==> src/rtl/core/tcf_pkg.sv <==
// Package: shared constants and types of the tower cluster finder.
`timescale 1ns / 1ps

package tcf_pkg;

  localparam int GRID_SIZE    = 5;
  localparam int CRYSTAL_BITS = 10;
  localparam int NCELLS       = GRID_SIZE * GRID_SIZE;

  localparam int IN_W      = 10;
  localparam int ADDR_W    = $clog2(NCELLS);
  localparam int GRID_W    = 3;
  localparam int STRIP_W   = 13;
  localparam int TOWER_W   = 15;
  localparam int CLUSTER_W = 14;
  localparam int ACC_W     = 18;
  localparam int STEP_W    = 4;

  localparam int CLUS_STEPS = 9;

  typedef enum logic [5:0] {
    S_LOAD  = 6'b000001,
    S_TOTAL = 6'b000010,
    S_WSUM  = 6'b000100,
    S_PEAK  = 6'b001000,
    S_CLUS  = 6'b010000,
    S_EMIT  = 6'b100000
  } state_t;

  // weighted strip term for bin k (weights ~0.5, 1.5, 2.5, 3.5, 4.5)
  function automatic logic [ACC_W-1:0] strip_term(input logic [STRIP_W-1:0] s,
                                                  input logic [GRID_W-1:0] k);
    logic [ACC_W-1:0] sx;
    logic [ACC_W-1:0] half;
    logic [ACC_W-1:0] res;
    sx   = ACC_W'(s);
    half = ACC_W'(s >> 1);
    case (k)
      3'd0:    res = half;
      3'd1:    res = sx + half;
      3'd2:    res = (sx << 1) + half;
      3'd3:    res = (sx << 2) - half;
      default: res = (sx << 2) + half;
    endcase
    return res;
  endfunction

endpackage

==> src/rtl/core/tcf_ram.sv <==
// Generic single-port RAM with registered read.
`timescale 1ns / 1ps

module tcf_ram #(
  parameter int WIDTH = 10,
  parameter int DEPTH = 25
) (
  input  logic                     clk,
  input  logic                     we,
  input  logic [$clog2(DEPTH)-1:0] addr,
  input  logic [WIDTH-1:0]         wdata,
  output logic [WIDTH-1:0]         rdata
);

  logic [WIDTH-1:0] mem [DEPTH];

  always_ff @(posedge clk) begin
    if (we) begin
      mem[addr] <= wdata;
    end
    rdata <= mem[addr];
  end

endmodule

==> src/rtl/core/tower_cluster_finder_unit.sv <==
// Top level: 5x5 calorimeter tower 3x3 cluster finder.
//
// Input channel (in_valid/in_ready, crystal_energy): one crystal word per
// cycle, eta-major then phi order, 25 words per tower. in_ready is high
// while the tower is loading and low while a tower is being evaluated.
// Output channel (out_valid/out_ready): one word per tower with eta_bin,
// phi_bin, tower_energy and cluster_energy, held in an output register.
// After the 25th crystal the evaluation runs on one shared accumulator:
// tower sum, per axis a weighted sum and a peak compare that stops at
// the first passing bin, a 3x3 walk over the crystal RAM, and a post of
// the result. No crystal of the next tower is taken before that post.
// The result waits in the output register while loading of the next tower
// goes on; if the previous word is still not taken when the next one is
// ready, the block holds in its post state until out_ready.
// Reset (rst, synchronous) empties the tower, clears the strip sums and
// drops out_valid.
`timescale 1ns / 1ps

module tower_cluster_finder_unit
  import tcf_pkg::*;
(
  input  logic                 clk,
  input  logic                 rst,
  input  logic                 in_valid,
  output logic                 in_ready,
  input  logic [IN_W-1:0]      crystal_energy,
  output logic                 out_valid,
  input  logic                 out_ready,
  output logic [2:0]           eta_bin,
  output logic [2:0]           phi_bin,
  output logic [TOWER_W-1:0]   tower_energy,
  output logic [CLUSTER_W-1:0] cluster_energy
);

  state_t state;

  logic [STRIP_W-1:0] eta_sum [GRID_SIZE];
  logic [STRIP_W-1:0] phi_sum [GRID_SIZE];

  logic [ADDR_W-1:0]  load_addr;
  logic [GRID_W-1:0]  load_eta;
  logic [GRID_W-1:0]  load_phi;
  logic [STEP_W-1:0]  cnt;
  logic               axis;
  logic [ACC_W-1:0]   acc;
  logic [ACC_W-1:0]   wsum;
  logic [TOWER_W-1:0] total;
  logic [GRID_W-1:0]  pe;
  logic [GRID_W-1:0]  pp;
  logic [1:0]         dr;
  logic [1:0]         dc;
  logic               rd_ok;

  logic                    in_fire;
  logic                    emit_fire;
  logic [CRYSTAL_BITS-1:0] e;
  logic [STRIP_W-1:0]      strip;
  logic [ACC_W-1:0]        operand;
  logic [ACC_W-1:0]        acc_sum;
  logic [3:0]              rr;
  logic [3:0]              cc;
  logic [3:0]              row;
  logic [3:0]              col;
  logic                    in_grid;
  logic [ADDR_W-1:0]       clus_addr;
  logic [ADDR_W-1:0]       ram_addr;
  logic [CRYSTAL_BITS-1:0] ram_rdata;

  assign in_ready  = (state == S_LOAD);
  assign in_fire   = in_valid && in_ready;
  assign emit_fire = (state == S_EMIT) && (!out_valid || out_ready);
  assign e         = crystal_energy[CRYSTAL_BITS-1:0];

  assign strip = axis ? phi_sum[cnt[GRID_W-1:0]] : eta_sum[cnt[GRID_W-1:0]];

  // 3x3 window position, one step off the peak on each side
  assign rr        = {1'b0, pe} + {2'b00, dr};
  assign cc        = {1'b0, pp} + {2'b00, dc};
  assign row       = rr - 4'd1;
  assign col       = cc - 4'd1;
  assign in_grid   = (rr >= 4'd1) && (rr <= 4'(GRID_SIZE)) &&
                     (cc >= 4'd1) && (cc <= 4'(GRID_SIZE));
  assign clus_addr = ADDR_W'(row[GRID_W-1:0]) * ADDR_W'(GRID_SIZE) +
                     ADDR_W'(col[GRID_W-1:0]);
  assign ram_addr  = (state == S_CLUS) ? clus_addr : load_addr;

  always_comb begin
    case (state)
      S_TOTAL: operand = ACC_W'(strip);
      S_WSUM:  operand = strip_term(strip, cnt[GRID_W-1:0]);
      S_PEAK:  operand = ACC_W'(total);
      S_CLUS:  operand = ((cnt != '0) && rd_ok) ? ACC_W'(ram_rdata) : '0;
      default: operand = '0;
    endcase
  end

  assign acc_sum = acc + operand;

  tcf_ram #(
    .WIDTH(CRYSTAL_BITS),
    .DEPTH(NCELLS)
  ) u_store (
    .clk  (clk),
    .we   (in_fire),
    .addr (ram_addr),
    .wdata(e),
    .rdata(ram_rdata)
  );

  always_ff @(posedge clk) begin
    if (rst) begin
      state     <= S_LOAD;
      load_addr <= '0;
      load_eta  <= '0;
      load_phi  <= '0;
      cnt       <= '0;
      axis      <= 1'b0;
      acc       <= '0;
      dr        <= '0;
      dc        <= '0;
      rd_ok     <= 1'b0;
      out_valid <= 1'b0;
      for (int i = 0; i < GRID_SIZE; i++) begin
        eta_sum[i] <= '0;
        phi_sum[i] <= '0;
      end
    end else begin
      if (emit_fire) begin
        out_valid <= 1'b1;
      end else if (out_ready) begin
        out_valid <= 1'b0;
      end

      case (state)
        S_LOAD: begin
          if (in_fire) begin
            eta_sum[load_eta] <= eta_sum[load_eta] + STRIP_W'(e);
            phi_sum[load_phi] <= phi_sum[load_phi] + STRIP_W'(e);
            if (load_addr == ADDR_W'(NCELLS - 1)) begin
              load_addr <= '0;
              load_eta  <= '0;
              load_phi  <= '0;
              cnt       <= '0;
              axis      <= 1'b0;
              acc       <= '0;
              state     <= S_TOTAL;
            end else begin
              load_addr <= load_addr + ADDR_W'(1);
              if (load_phi == GRID_W'(GRID_SIZE - 1)) begin
                load_phi <= '0;
                load_eta <= load_eta + GRID_W'(1);
              end else begin
                load_phi <= load_phi + GRID_W'(1);
              end
            end
          end
        end
        S_TOTAL: begin
          if (cnt == STEP_W'(GRID_SIZE - 1)) begin
            total <= acc_sum[TOWER_W-1:0];
            acc   <= '0;
            cnt   <= '0;
            state <= S_WSUM;
          end else begin
            acc <= acc_sum;
            cnt <= cnt + STEP_W'(1);
          end
        end
        S_WSUM: begin
          if (cnt == STEP_W'(GRID_SIZE - 1)) begin
            wsum  <= acc_sum;
            acc   <= ACC_W'(total);
            cnt   <= '0;
            state <= S_PEAK;
          end else begin
            acc <= acc_sum;
            cnt <= cnt + STEP_W'(1);
          end
        end
        S_PEAK: begin
          // acc holds (k+1)*T for k = cnt
          if ((wsum <= acc) || (cnt == STEP_W'(GRID_SIZE - 1))) begin
            acc <= '0;
            cnt <= '0;
            if (axis) begin
              pp    <= cnt[GRID_W-1:0];
              dr    <= '0;
              dc    <= '0;
              rd_ok <= 1'b0;
              state <= S_CLUS;
            end else begin
              pe    <= cnt[GRID_W-1:0];
              axis  <= 1'b1;
              state <= S_WSUM;
            end
          end else begin
            acc <= acc_sum;
            cnt <= cnt + STEP_W'(1);
          end
        end
        S_CLUS: begin
          acc <= acc_sum;
          if (cnt == STEP_W'(CLUS_STEPS)) begin
            state <= S_EMIT;
          end else begin
            cnt   <= cnt + STEP_W'(1);
            rd_ok <= in_grid;
            if (dc == 2'd2) begin
              dc <= '0;
              dr <= dr + 2'd1;
            end else begin
              dc <= dc + 2'd1;
            end
          end
        end
        S_EMIT: begin
          if (emit_fire) begin
            eta_bin        <= pe;
            phi_bin        <= pp;
            tower_energy   <= total;
            cluster_energy <= acc[CLUSTER_W-1:0];
            for (int i = 0; i < GRID_SIZE; i++) begin
              eta_sum[i] <= '0;
              phi_sum[i] <= '0;
            end
            state <= S_LOAD;
          end
        end
        default: begin
          state <= S_LOAD;
        end
      endcase
    end
  end

endmodule

==> config.mk <==
export PLATFORM = sky130hd
export DESIGN_NAME = tower_cluster_finder_unit
export DESIGN_NICKNAME = d
export VERILOG_FILES = /design/src/rtl/core/tcf_pkg.sv /design/src/rtl/core/tcf_ram.sv /design/src/rtl/core/tower_cluster_finder_unit.sv
export SDC_FILE = /design/constraint.sdc
export NUM_CORES = 1
export LEC_CHECK = 0
export BUFFER_PORTS_ARGS = -buffer_cell sky130_fd_sc_hd__buf_4
export CAP_MARGIN = 10
export CORE_UTILIZATION = 40
export DETAILED_ROUTE_END_ITERATION = 10
export GPL_ROUTABILITY_DRIVEN = 0
export PLACE_DENSITY = 0.59
export SYNTH_ARGS = -nofsm -noshare
export SYNTH_HDL_FRONTEND = slang
export SYNTH_SLANG_ARGS = --single-unit
==> constraint.sdc <==
create_clock -name clk -period 6.41 [get_ports clk]
set_clock_uncertainty 0.2 [all_clocks]
set_input_delay 1.282 -clock clk [delete_from_list [all_inputs] [get_ports clk]]
set_output_delay 1.282 -clock clk [all_outputs]
set_load 0.01 [all_outputs]
==> impl_metrics.toml <==
[logic_synthesis]
synth_top_area_share_pct = 54.2
synth_area_leaders = "edfxtp_1, mux4_2, ha_1, dfxtp_1, nor2_1"
ys.flop_type = "edfxtp_1"
netlist_instances = 2081
ys_async_sr_fraction_pct = 0
yosys_warnings = 0
ys_seq_area_share_pct = 58.6
synth.ff_latch_count = 597
syn_nets = 2233
yosys.area.top_type = "edfxtp_1"
synth_edf_count = 532
avgSynthCellArea_um2 = 14.2
syn-cell-area_um2 = 29500
ys_types = 72

[sta]
fin_crit_sh_pct = 99.1
finalSetupViolations = 0
finalCriticalPeriod_ps = 6350
final_hold_viol_count = 0
maxSlewHeadroom_pct = 26.0
tightestPinTransition_ps = 1110
max_freq_mhz = 157
maxSlewViolCount = 0
setup_slack_ps = 55.5
whs_ps = 295

[power]
p_leak_nw = 12.1
ir_worst_vdd_v = 0.000177
power.density_nw_per_um2 = 332
finalPower_mw = 11.3

[cells_and_area]
final_common_cell = "edfxtp_1"
final_core_utilization_pct = 46.7
fin_nets = 2373
drive_above_1_share_pct = 22.6
area_growth_pct = 15.5
fillCellCount = 6329
final_area_um2 = 34100
final_cell_mix = "edfxtp_1, nor2_1, mux4_2, buf_4, ha_1"

[worst_setup_path]
reg2reg_to = "acc[17]"
required_ps = 6690
cp_max_fo = 7
start_kind = "flip-flop"
crit_arrival_ps = 6640
critPathCaptureType = "flip-flop"
criticalPathCategory = "reg -> reg"
rrSetupSlack_ps = 60
r2r_cells = 24

[detailed_routing]
dr.pass1.iters = 8
vias_per_cell = 5.76
antenna_left = 0
drc = 0
finalWirelength_um = 76100
first_iter_violations = 2164
wl_per_cell_um = 23.6
vias = 18607

[grt]
globalRouteMet2Util_pct = 32.7
grt_max_degree = 51
antenna_found_initial = 1
track_usage_pct = 20.3
grt_pass1_wl_um = 114000
gr-max-usage-layer = "met2"
overflow = 0
grt_use_met3_pct = 3.53
grt_pass1_vias = 18798
use_met1_pct = 28.2

[min_path]
hold_start = "pp[0]"
min_delay_path_depth = 0
min_to = "phi_bin[0]"
hp-class = "reg -> reg"

[clock_tree]
hold_buffers = 0
cts_max_level = 3
clk_latency_ps = 620
cts_root_buf = "clkbuf_16"
numCtsBuffers = 67
clock_path_buffers = 3
clk_pin_slew_worst_paths_ps = 60
cts.sinks = 597
cts_tree = "done"

[place]
place_ws_ps = -150
postPlaceCellArea_um2 = 31500
place_hpwl_um = 50600
numPortBuffers = 50

[floorplan]
core_um2 = 73000
chipHeight_um = 274
row_count = 99
start_util_pct = 40.4
io_pins = 51
fp.dieW_um = 274
die_area_um2 = 74800

[run_status]
status = "finished clean"

[run]
drv_cap = 0
## worst max-delay path by stage
stage	start	endpoint	slack, ps	cells after the start
after floorplan	flip-flop	acc[17]	2	28
after global placement	flip-flop	acc[17]	-40	29
after detailed placement	flip-flop	acc[17]	-150	29
after CTS	flip-flop	acc[17]	30	29
after global routing	flip-flop	acc[17]	-170	24
final	flip-flop	acc[17]	60	24
## worst max-delay path, cell delays in order, from the launching register on
cell and delay [ps]:
dfxtp_4 440, buf_12 160, mux4_2 500, mux4_2 530, buf_4 190, inv_1 100, ha_1 250, a21o_1 190
a21o_1 210, a221o_1 330, a222oi_1 380, a21boi_1 230, o21ai_0 110, ha_2 260, a2111oi_4 330, o21ai_1 120
or3b_4 260, a311oi_2 100, nand4_1 130, nand3_2 90, o41a_1 410, a31o_2 280, xor2_2 180, nand3b_4 160
a31oi_2 70
## flip-flops by register name, indices dropped and copies added (netlist names), 4 cells and up, named ones only
signal and count:
cnt 4, phi_sum 104, cluster_energy 14, acc 18
total 15, load_addr 5, eta_sum 104, state 6
u_store.mem 250, u_store.rdata 10, tower_energy 15, wsum 18
## synth_stat cells (all sizes together), types with 3 or more instances
cell      n
a21oi    76
nand3    45
nand2b   10
a211oi    7
or3       6
xor2     25
o211ai    5
a222oi   25
nand4b    3
a22o      6
mux2i    15
ha      129
buf      27
nor4      8
dfxtp    65
nor3     23
a21o     24
nor2b    15
o221ai    6
a31oi    12
clkbuf   66
a21boi   12
mux2     21
nor3b     8
mux4    176
xnor2    54
o31a      3
o31ai     8
edfxtp  532
a221o     3
nand2   104
o21bai    5
inv     117
nor2    267
o21a     11
o21ai    62
nand4    17
a221oi   13
fa        9
nand3b    6
a22oi    23
and3     10
## metal layers
layer | part of all wire (%) | routed length [um]
met1 | 43 | 32700
met2 | 47 | 35900
met3 | 7.1 | 5440
met4 | 2.6 | 1980
met5 | 0.021 | 16
## cells by family (layout without fill, tap and decap cells)
group | after synthesis | count (layout) | share of synthesized area (%)
xor+xnor | 79 | 79 | 2.35
compound gates | 315 | 315 | 7.45
flops | 597 | 597 | 58.6
simple gates | 529 | 529 | 7.95
other cells | 0 | 1 | 0
mux | 212 | 212 | 14.8
buf+inv | 211 | 400 | 2.80
fa+ha+maj | 138 | 138 | 6.09
## where the power goes
| group | internal, mW | switching (mW) |
|---|---|---|
| clock | 2.14 | 1.57 |
| combinational | 1.23 | 1.74 |
| sequential | 4.51 | 0.118 |
## cell type report
type	count	area, um2	share of cell area [%]
Clock buffer	83	1770	5.19
Timing Repair Buffer	164	1330	3.89
Antenna cell	1	2.50	0.00735
Multi-Input combinational cell	1273	11700	34.2
Inverter	118	452	1.33
Tap cell	959	1200	3.52
Sequential cell	597	17300	50.8
Clock inverter	35	360	1.06
## per-stage QoR
step,TNS (ps),std cells
4_1_cts,0,3203
2_1_floorplan,0,2081
3_3_place_gp,-45.0,3085
3_5_place_dp,-240,3085
6_report,0,3230
5_1_grt,-310,3229
## repair_timing
item,4_1_cts,5_1_grt
setup endpoints to repair,2,17
pin swaps,0,18
gates cloned,0,1
setup buffers,0,25
resized for setup,5,57
No activity file was read; power rests on OpenSTA's default activity.
